--- src/sv/bounded_priority_job_queue_assert.svh ---
// Assertion macros used by the job queue datapath.
`ifndef BOUNDED_PRIORITY_JOB_QUEUE_ASSERT_SVH
`define BOUNDED_PRIORITY_JOB_QUEUE_ASSERT_SVH

// A property that must hold at every clock edge outside reset.
`define BPJQ_ASSERT(label, prop, msg) \
    label: assert property (@(posedge clk) disable iff (!rst_n) (prop)) else $error(msg);

// A condition that forces a consequence in the next cycle.
`define BPJQ_ASSERT_NEXT(label, ante, cons, msg) \
    label: assert property (@(posedge clk) disable iff (!rst_n) (ante) |=> (cons)) \
        else $error(msg);

`endif

--- src/sv/bpjq_pkg.sv ---
package bpjq_pkg;

    localparam int QUEUE_DEPTH_DEF  = 16;
    localparam int PAYLOAD_BITS_DEF = 32;

    localparam int CMD_W     = 2;
    localparam int PRI_W     = 16;
    localparam int IN_PAY_W  = 32;
    localparam int ST_W      = 2;
    localparam int OUT_PAY_W = 32;
    localparam int CNT_OUT_W = 5;

    localparam logic [CMD_W-1:0] CMD_ENQ  = 2'd0;
    localparam logic [CMD_W-1:0] CMD_DEQ  = 2'd1;
    localparam logic [CMD_W-1:0] CMD_PEEK = 2'd2;

    localparam logic [ST_W-1:0] ST_OK     = 2'd0;
    localparam logic [ST_W-1:0] ST_EMPTY  = 2'd1;
    localparam logic [ST_W-1:0] ST_FULL   = 2'd2;
    localparam logic [ST_W-1:0] ST_BADPRI = 2'd3;

    typedef struct packed {
        logic in_ready;
        logic load_in;
        logic decide;
        logic init_k;
        logic rd_k;
        logic rd_head;
        logic wr_shift;
        logic wr_new;
        logic dec_k;
        logic inc_occ;
        logic capture;
        logic dec_occ;
        logic load_out;
    } ctrl_cmd_t;

    typedef struct packed {
        logic             in_valid;
        logic [CMD_W-1:0] op;
        logic             pri_zero;
        logic             full;
        logic             empty;
        logic             k_zero;
        logic             shift_ok;
        logic             out_free;
    } ctrl_sts_t;

endpackage

--- src/sv/bpjq_req_if.sv ---
interface bpjq_req_if;
    logic                           valid;
    logic                           ready;
    logic [bpjq_pkg::CMD_W-1:0]     command;
    logic [bpjq_pkg::PRI_W-1:0]     job_priority;
    logic [bpjq_pkg::IN_PAY_W-1:0]  job_payload;

    modport source (output valid, output command, output job_priority, output job_payload,
                    input ready);
    modport sink (input valid, input command, input job_priority, input job_payload,
                  output ready);
endinterface

--- src/sv/bpjq_rsp_if.sv ---
interface bpjq_rsp_if;
    logic                            valid;
    logic                            ready;
    logic [bpjq_pkg::ST_W-1:0]       status;
    logic [bpjq_pkg::PRI_W-1:0]      head_priority;
    logic [bpjq_pkg::OUT_PAY_W-1:0]  head_payload;
    logic [bpjq_pkg::CNT_OUT_W-1:0]  job_count;
    logic [bpjq_pkg::CNT_OUT_W-1:0]  free_slots;

    modport source (output valid, output status, output head_priority, output head_payload,
                    output job_count, output free_slots, input ready);
    modport sink (input valid, input status, input head_priority, input head_payload,
                  input job_count, input free_slots, output ready);
endinterface

--- src/sv/bpjq_ctrl.sv ---
module bpjq_ctrl (
    input  logic                  clk,
    input  logic                  rst_n,
    input  bpjq_pkg::ctrl_sts_t   sts,
    output bpjq_pkg::ctrl_cmd_t   cmd
);

    localparam logic [2:0] S_IDLE   = 3'd0;
    localparam logic [2:0] S_DECIDE = 3'd1;
    localparam logic [2:0] S_SCAN   = 3'd2;
    localparam logic [2:0] S_CMP    = 3'd3;
    localparam logic [2:0] S_HEAD   = 3'd4;
    localparam logic [2:0] S_RESP   = 3'd5;

    logic [2:0] state_reg;
    logic [2:0] state_next;

    always_ff @(posedge clk or negedge rst_n)
    begin
        if (!rst_n)
        begin
            state_reg <= S_IDLE;
        end
        else
        begin
            state_reg <= state_next;
        end
    end

    always_comb
    begin
        cmd        = '0;
        state_next = state_reg;
        unique case (state_reg)
            S_IDLE:
            begin
                cmd.in_ready = 1'b1;
                if (sts.in_valid)
                begin
                    cmd.load_in = 1'b1;
                    state_next  = S_DECIDE;
                end
            end
            S_DECIDE:
            begin
                cmd.decide = 1'b1;
                if (sts.op == bpjq_pkg::CMD_ENQ && !sts.pri_zero && !sts.full)
                begin
                    cmd.init_k = 1'b1;
                    state_next = S_SCAN;
                end
                else if ((sts.op == bpjq_pkg::CMD_DEQ || sts.op == bpjq_pkg::CMD_PEEK)
                         && !sts.empty)
                begin
                    cmd.rd_head = 1'b1;
                    state_next  = S_HEAD;
                end
                else
                begin
                    state_next = S_RESP;
                end
            end
            S_SCAN:
            begin
                // The new job lands in slot 0 once every held job has moved up.
                if (sts.k_zero)
                begin
                    cmd.wr_new  = 1'b1;
                    cmd.inc_occ = 1'b1;
                    state_next  = S_RESP;
                end
                else
                begin
                    cmd.rd_k   = 1'b1;
                    state_next = S_CMP;
                end
            end
            S_CMP:
            begin
                if (sts.shift_ok)
                begin
                    cmd.wr_shift = 1'b1;
                    cmd.dec_k    = 1'b1;
                    state_next   = S_SCAN;
                end
                else
                begin
                    cmd.wr_new  = 1'b1;
                    cmd.inc_occ = 1'b1;
                    state_next  = S_RESP;
                end
            end
            S_HEAD:
            begin
                cmd.capture = 1'b1;
                cmd.dec_occ = (sts.op == bpjq_pkg::CMD_DEQ);
                state_next  = S_RESP;
            end
            S_RESP:
            begin
                if (sts.out_free)
                begin
                    cmd.load_out = 1'b1;
                    state_next   = S_IDLE;
                end
            end
            default:
            begin
                state_next = S_IDLE;
            end
        endcase
    end

endmodule

--- src/sv/bpjq_datapath.sv ---
`include "bounded_priority_job_queue_assert.svh"

module bpjq_datapath #(
    parameter int QUEUE_DEPTH  = bpjq_pkg::QUEUE_DEPTH_DEF,
    parameter int PAYLOAD_BITS = bpjq_pkg::PAYLOAD_BITS_DEF
) (
    input  logic                  clk,
    input  logic                  rst_n,
    bpjq_req_if.sink              req,
    bpjq_rsp_if.source            rsp,
    input  bpjq_pkg::ctrl_cmd_t   cmd,
    output bpjq_pkg::ctrl_sts_t   sts
);

    localparam int IDX_W  = $clog2(QUEUE_DEPTH);
    localparam int CNT_W  = $clog2(QUEUE_DEPTH + 1);
    localparam int PRI_W  = bpjq_pkg::PRI_W;
    localparam int WORD_W = PRI_W + PAYLOAD_BITS;

    // Slot words hold the priority above the payload.
    logic [WORD_W-1:0]             slot_mem [QUEUE_DEPTH];
    logic [WORD_W-1:0]             rd_data_reg;

    logic [bpjq_pkg::CMD_W-1:0]    op_reg;
    logic [PRI_W-1:0]              pri_reg;
    logic [PAYLOAD_BITS-1:0]       pay_reg;
    logic [CNT_W-1:0]              occ_reg;
    logic [CNT_W-1:0]              occ_next;
    logic [CNT_W-1:0]              k_reg;
    logic [bpjq_pkg::ST_W-1:0]     st_reg;
    logic [bpjq_pkg::ST_W-1:0]     st_next;
    logic [PRI_W-1:0]              head_pri_reg;
    logic [PAYLOAD_BITS-1:0]       head_pay_reg;
    logic                          out_valid_reg;
    logic                          out_valid_next;

    logic [63:0]                   pay_in_wide;
    logic [63:0]                   head_pay_wide;
    logic [31:0]                   cnt_wide;
    logic [31:0]                   free_wide;
    logic [CNT_W-1:0]              rd_cnt;
    logic [IDX_W-1:0]              rd_addr;
    logic [IDX_W-1:0]              wr_addr;
    logic [WORD_W-1:0]             wr_data;
    logic                          mem_we;
    logic                          rd_req;
    logic                          out_free;

    assign pay_in_wide   = 64'(req.job_payload);
    assign head_pay_wide = 64'(head_pay_reg);
    assign cnt_wide      = 32'(occ_reg);
    assign free_wide     = 32'(QUEUE_DEPTH) - cnt_wide;

    assign out_free = !out_valid_reg || rsp.ready;

    assign sts.in_valid = req.valid;
    assign sts.op       = op_reg;
    assign sts.pri_zero = (pri_reg == '0);
    assign sts.full     = (occ_reg == CNT_W'(QUEUE_DEPTH));
    assign sts.empty    = (occ_reg == '0);
    assign sts.k_zero   = (k_reg == '0);
    // Jobs of equal or smaller priority value sit above the new one.
    assign sts.shift_ok = (rd_data_reg[WORD_W-1 -: PRI_W] <= pri_reg);
    assign sts.out_free = out_free;

    assign req.ready = cmd.in_ready;

    // The head read looks at the top occupied slot, the scan at the slot below k.
    assign rd_cnt  = cmd.rd_head ? (occ_reg - CNT_W'(1)) : (k_reg - CNT_W'(1));
    assign rd_addr = rd_cnt[IDX_W-1:0];
    assign rd_req  = cmd.rd_head || cmd.rd_k;
    assign wr_addr = k_reg[IDX_W-1:0];
    assign wr_data = cmd.wr_shift ? rd_data_reg : {pri_reg, pay_reg};
    assign mem_we  = cmd.wr_shift || cmd.wr_new;

    always_ff @(posedge clk)
    begin
        if (mem_we)
        begin
            slot_mem[wr_addr] <= wr_data;
        end
    end

    always_ff @(posedge clk)
    begin
        if (rd_req)
        begin
            rd_data_reg <= slot_mem[rd_addr];
        end
    end

    always_comb
    begin
        st_next = bpjq_pkg::ST_OK;
        unique case (op_reg) inside
            bpjq_pkg::CMD_ENQ:
            begin
                if (sts.pri_zero)
                begin
                    st_next = bpjq_pkg::ST_BADPRI;
                end
                else if (sts.full)
                begin
                    st_next = bpjq_pkg::ST_FULL;
                end
            end
            bpjq_pkg::CMD_DEQ, bpjq_pkg::CMD_PEEK:
            begin
                if (sts.empty)
                begin
                    st_next = bpjq_pkg::ST_EMPTY;
                end
            end
            default:
            begin
                st_next = bpjq_pkg::ST_OK;
            end
        endcase
    end

    always_comb
    begin
        occ_next = occ_reg;
        if (cmd.inc_occ)
        begin
            occ_next = occ_reg + CNT_W'(1);
        end
        else if (cmd.dec_occ)
        begin
            occ_next = occ_reg - CNT_W'(1);
        end
    end

    always_comb
    begin
        out_valid_next = out_valid_reg;
        if (cmd.load_out)
        begin
            out_valid_next = 1'b1;
        end
        else if (rsp.ready)
        begin
            out_valid_next = 1'b0;
        end
    end

    always_ff @(posedge clk or negedge rst_n)
    begin
        if (!rst_n)
        begin
            occ_reg       <= '0;
            k_reg         <= '0;
            out_valid_reg <= 1'b0;
        end
        else
        begin
            occ_reg       <= occ_next;
            out_valid_reg <= out_valid_next;
            if (cmd.init_k)
            begin
                k_reg <= occ_reg;
            end
            else if (cmd.dec_k)
            begin
                k_reg <= k_reg - CNT_W'(1);
            end
        end
    end

    always_ff @(posedge clk)
    begin
        if (cmd.load_in)
        begin
            op_reg  <= req.command;
            pri_reg <= req.job_priority;
            pay_reg <= pay_in_wide[PAYLOAD_BITS-1:0];
        end
        if (cmd.decide)
        begin
            st_reg       <= st_next;
            head_pri_reg <= '0;
            head_pay_reg <= '0;
        end
        else if (cmd.capture)
        begin
            head_pri_reg <= rd_data_reg[WORD_W-1 -: PRI_W];
            head_pay_reg <= rd_data_reg[PAYLOAD_BITS-1:0];
        end
        if (cmd.load_out)
        begin
            rsp.status        <= st_reg;
            rsp.head_priority <= head_pri_reg;
            rsp.head_payload  <= head_pay_wide[bpjq_pkg::OUT_PAY_W-1:0];
            rsp.job_count     <= cnt_wide[bpjq_pkg::CNT_OUT_W-1:0];
            rsp.free_slots    <= free_wide[bpjq_pkg::CNT_OUT_W-1:0];
        end
    end

    assign rsp.valid = out_valid_reg;

    `BPJQ_ASSERT(a_occ_bound, occ_reg <= CNT_W'(QUEUE_DEPTH), "occupancy above depth")
    `BPJQ_ASSERT(a_scan_bound, !cmd.rd_k || k_reg <= occ_reg, "scan pointer above occupancy")
    `BPJQ_ASSERT(a_ins_room, !cmd.wr_new || occ_reg < CNT_W'(QUEUE_DEPTH), "insert into full queue")
    `BPJQ_ASSERT_NEXT(a_deq_count, cmd.dec_occ, occ_reg == $past(occ_reg) - CNT_W'(1), "dequeue count")

endmodule

--- src/sv/bounded_priority_job_queue.sv ---
// Channel  Direction  Contents
// req      in         command, job_priority, job_payload
// rsp      out        status, head_priority, head_payload, job_count, free_slots
//
// One item is worked on at a time; every item gives exactly one result item.
// Dequeue and peek pass through IDLE, DECIDE, HEAD and RESP; a rejected or unused command skips HEAD.
// An enqueue scans down from the top, moving jobs of equal or smaller priority value up a slot,
// through the single slot memory with its registered read: each moved job costs a read and a write.
// Reset empties the queue at once; the slot memory itself is not cleared.
// A waiting result stalls only the end of the next item, not its acceptance.
module bounded_priority_job_queue #(
    parameter int QUEUE_DEPTH  = bpjq_pkg::QUEUE_DEPTH_DEF,
    parameter int PAYLOAD_BITS = bpjq_pkg::PAYLOAD_BITS_DEF
) (
    input  logic        clk,
    input  logic        rst_n,
    bpjq_req_if.sink    req,
    bpjq_rsp_if.source  rsp
);

    bpjq_pkg::ctrl_cmd_t cmd;
    bpjq_pkg::ctrl_sts_t sts;

    bpjq_ctrl u_ctrl (
        .clk   (clk),
        .rst_n (rst_n),
        .sts   (sts),
        .cmd   (cmd)
    );

    bpjq_datapath #(
        .QUEUE_DEPTH  (QUEUE_DEPTH),
        .PAYLOAD_BITS (PAYLOAD_BITS)
    ) u_datapath (
        .clk   (clk),
        .rst_n (rst_n),
        .req   (req),
        .rsp   (rsp),
        .cmd   (cmd),
        .sts   (sts)
    );

endmodule

--- src/flat_wrapper.sv ---
// flat-port wrapper written by rule: the top's interface ports become plain ports
module bounded_priority_job_queue_flat 
#(
    parameter int QUEUE_DEPTH  = bpjq_pkg::QUEUE_DEPTH_DEF,
    parameter int PAYLOAD_BITS = bpjq_pkg::PAYLOAD_BITS_DEF
)
  (clk, rst_n, req_valid, req_command, req_job_priority, req_job_payload, req_ready, rsp_valid, rsp_status, rsp_head_priority, rsp_head_payload, rsp_job_count, rsp_free_slots, rsp_ready);
  bpjq_req_if req_i ();
  bpjq_rsp_if rsp_i ();
  input  logic clk;
  input  logic rst_n;
  input wire logic [$bits(req_i.valid)-1:0] req_valid;
  input wire logic [$bits(req_i.command)-1:0] req_command;
  input wire logic [$bits(req_i.job_priority)-1:0] req_job_priority;
  input wire logic [$bits(req_i.job_payload)-1:0] req_job_payload;
  output wire logic [$bits(req_i.ready)-1:0] req_ready;
  output wire logic [$bits(rsp_i.valid)-1:0] rsp_valid;
  output wire logic [$bits(rsp_i.status)-1:0] rsp_status;
  output wire logic [$bits(rsp_i.head_priority)-1:0] rsp_head_priority;
  output wire logic [$bits(rsp_i.head_payload)-1:0] rsp_head_payload;
  output wire logic [$bits(rsp_i.job_count)-1:0] rsp_job_count;
  output wire logic [$bits(rsp_i.free_slots)-1:0] rsp_free_slots;
  input wire logic [$bits(rsp_i.ready)-1:0] rsp_ready;
  assign req_i.valid = req_valid;
  assign req_i.command = req_command;
  assign req_i.job_priority = req_job_priority;
  assign req_i.job_payload = req_job_payload;
  assign req_ready = req_i.ready;
  assign rsp_valid = rsp_i.valid;
  assign rsp_status = rsp_i.status;
  assign rsp_head_priority = rsp_i.head_priority;
  assign rsp_head_payload = rsp_i.head_payload;
  assign rsp_job_count = rsp_i.job_count;
  assign rsp_free_slots = rsp_i.free_slots;
  assign rsp_i.ready = rsp_ready;
  bounded_priority_job_queue #(.QUEUE_DEPTH(QUEUE_DEPTH), .PAYLOAD_BITS(PAYLOAD_BITS)) u_core (.clk(clk), .rst_n(rst_n), .req(req_i), .rsp(rsp_i));
endmodule
--- config.mk ---
export PLATFORM = sky130hd
export DESIGN_NAME = bounded_priority_job_queue_flat
export DESIGN_NICKNAME = d
export VERILOG_FILES = /design/src/sv/bpjq_pkg.sv /design/src/sv/bpjq_req_if.sv /design/src/sv/bpjq_rsp_if.sv /design/src/sv/bpjq_ctrl.sv /design/src/sv/bpjq_datapath.sv /design/src/sv/bounded_priority_job_queue.sv /design/src/flat_wrapper.sv
export VERILOG_INCLUDE_DIRS = /design/src /design/src/sv
export SDC_FILE = /design/constraint.sdc
export NUM_CORES = 1
export LEC_CHECK = 0
export BUFFER_PORTS_ARGS = -buffer_cell sky130_fd_sc_hd__buf_2
export CAP_MARGIN = 25
export CORE_ASPECT_RATIO = 0.5
export CORE_MARGIN = 1.5
export CORE_UTILIZATION = 37
export CTS_CLUSTER_SIZE = 14
export DETAILED_ROUTE_END_ITERATION = 10
export SETUP_SLACK_MARGIN = 0.05
export SLEW_MARGIN = 20
export SYNTH_ARGS = -nofsm -noshare
export SYNTH_HDL_FRONTEND = slang
export SYNTH_SLANG_ARGS = --single-unit
--- constraint.sdc ---
create_clock -name clk -period 7.6 [get_ports clk]
set_input_delay 1.52 -clock clk [delete_from_list [all_inputs] [get_ports clk]]
set_output_delay 1.52 -clock clk [all_outputs]
set_load 0.005 [all_outputs]
==> run_results.csv <==
group,metric,value,unit
outcome,outcome,"complete, no violations",
die,die-area,104000,um2
cells_and_area,antenna_cells,0,
logic_synthesis,yosys-top-cells-area,"edfxtp_1 74%, mux2i_1 10%, o22ai_1 3.2%",
sta,finalCriticalPeriod,5.25,ns
critical_path,endpoint_kind,"register",
cts,cts_tree,"yes",
sta,finalSetupTns,0,ns
cts,cts_buffer_depth,3,
logic_synthesis,synth_top_family_by_area,"multiplexers",
power,leakage,14.6,nW
logic_synthesis,ys_seq_area_share,77.3,%
cells_and_area,layout_commonest_cell,"edfxtp_1",
logic_synthesis,synth_flop_cell,"edfxtp_1",
logic_synthesis,ys_types,45,
sta,final.setup_skew,0.0290,ns
cts,numClockSinks,989,
place,port_buffers,115,
critical_path,path_max_fanout,28,
sta,slew_violations,0,
power,ir_drop,0.000365,V
drt,drt-total-wl,92.9,mm
logic_synthesis,netlist_area,37700,um2
logic_synthesis,synth_top_area_share,73.8,%
drt,drtIter0Drc,2086,
power,p_per_area,417,nW/um2
sta,timing.fmax,190,MHz
logic_synthesis,synthSimpleGateAreaFrac,3.36,%
die,fp-row-count,82,
global_route,antenna_found_initial,1,
sta,rsz0062_at_grt,"false",
sta,finalHoldViolCount,0,
global_route,grt_first_pass_wirelength,134,mm
logic_synthesis,synth_top_cell_by_area,"edfxtp_1",
logic_synthesis,syn-num-nets,2230,
job,max_cap_violations,0,
cells_and_area,utilization,42.9,%
drt,drt_first_pass_iters,5,
place,dpl.hpwl,46.8,mm
sta,worst_slew_pin_slew,1.10,ns
cts,ctsHoldBuffers,0,
logic_synthesis,synth.area.mux_share,11.4,%
die,coreArea,101000,um2
critical_path,critPathLaunchType,"register",
die,die_y,229,um
logic_synthesis,yosys_warnings,0,
logic_synthesis,synth_compound_area_share,4.73,%
cts,cts_buffers,91,
drt,drc,0,
cells_and_area,drive_gt1_share,15.9,%
drt,vias,19852,
logic_synthesis,synthAdderAreaFrac,0.962,%
cells_and_area,mostFrequentLayoutCells,"927 x edfxtp_1, 390 x mux2i_1, 193 x o22ai_1, 128 x nand2_1, 115 x buf_2",
die,die_w,455,um
worst_hold_path,hold_class,"reg2reg",
sta,max-slew-margin-rel,26.5,%
logic_synthesis,synthCells,2147,
sta,period_share,69.1,%
global_route,grt_pass1_vias,19437,
place,gp_congestion,0.764,
logic_synthesis,postSynthAreaPerCell,17.6,um2
cts,cts.clk_slew.worst_paths,0.06,ns
logic_synthesis,synth-edff-count,927,
logic_synthesis,synth-seq-cells,989,
logic_synthesis,synth_xor_area_share,0.279,%
cts,htreeDepth,3,
cts,clock_latency,0.67,ns
sta,finalSetupViolCount,0,
drt,wl_per_cell,25.0,um
drt,viasPerCell,5.34,
global_route,grt.total_usage,17.7,%
global_route,grt_max_degree,127,
die,start_util,37.5,%
global_route,overflow,0,
cts,post_cts_buffers,0,
cells_and_area,nets,2382,
cts,cts_root_buffer,"clkbuf_16",
cts,cts_resized,0,
logic_synthesis,async_flop_share,1.42,%
critical_path,path_class,"reg2reg",
die,ios,116,
cells_and_area,largest_register_ffs,768,
critical_path,required,8.00,ns
cells_and_area,area_growth,14.2,%
drt,ant_nets,0,
critical_path,critPathArrivalTime,5.66,ns
==> worst paths after layout <==
kind / startpoint / endpoint / slack (ns) / cells after the start
max: u_core.u_datapath.pri_reg[7] / u_core.u_datapath.rd_data_reg[21] / 2.35 / 9
min: u_core.u_datapath.head_pay_reg[15] / u_core.u_datapath.rsp.head_payload[15] / 0.43 / 0
max reg2reg: u_core.u_datapath.pri_reg[7] / u_core.u_datapath.rd_data_reg[21] / 2.35 / 9
min reg2reg: u_core.u_datapath.head_pay_reg[15] / u_core.u_datapath.rsp.head_payload[15] / 0.43 / 0
max in group asynchronous: rst_n / u_core.u_datapath.k_reg[4] / 6.55 / 1
min in group asynchronous: rst_n / u_core.u_datapath.rsp.valid / 0.76 / 1
==> cells in the mapped netlist (all sizes together) (6+ instances only) <==
cell type  instances
dfrtp             14
or4               49
a21o               6
buf               66
o21ai             21
xnor2             10
a21oi             59
mux2              34
nand2b             9
clkbuf            51
nand2            131
mux2i            391
dfxtp             48
nor2              25
ha                29
o22ai            193
edfxtp           927
inv               29
nor3               7
==> cell families after synthesis <==
group / Yosys count
flip-flops: 989
multiplexers: 425
AO/OA/AOI/OAI: 295
AND/OR/NAND/NOR: 251
buffers and inverters: 146
adder cells (fa/ha/maj): 29
XOR/XNOR: 12
==> power by group <==
part | switching, W | leakage (nW) | internal (W)
clock | 0.00197 | 1.48 | 0.00269
combinational | 0.00373 | 4.15 | 0.00239
sequential | 0.000311 | 8.95 | 0.00686
==> metal layers <==
layer	up-vias	track usage, %	wire [um]
li1	8774	-	-
met1	10283	26.6	43000
met2	677	26.6	41700
met3	118	3.16	6340
met4	0	4.34	1770
met5	-	0	0
==> per-stage QoR <==
step	area [um2]	std cells	power (W)	hold slack [ns]	worst slack, ns
6_report	43100	3717	0.0180	0.429	2.35
5_1_grt	43100	3717	0.0187	0.435	2.20
2_1_floorplan	37700	2147	0.0117	0.400	2.60
3_5_place_dp	40000	3548	0.0134	0.412	2.41
3_3_place_gp	39900	3545	0.0133	0.410	2.65
4_1_cts	43100	3715	0.0181	0.427	2.40
==> area by class of cell <==
class	instances	area, um2
clock buffers	132	2600
fillers	8870	57500
clock inverters	35	448
repair buffers	176	1120
well taps	1344	1680
multi-input cells	1012	7980
flip-flops and latches	989	29100
inverters	29	109
==> worst max-delay path, stage by stage, from the launching register on <==
cell	delay (ns)
edfxtp_1	0.40
nor4_1	0.59
and4_1	0.50
nor3b_2	0.14
nor3b_4	0.48
mux2i_1	0.74
nand2b_2	0.99
buf_4	0.41
o22ai_1	0.14
or4_1	0.57
No activity file was read; power rests on OpenSTA's default activity.
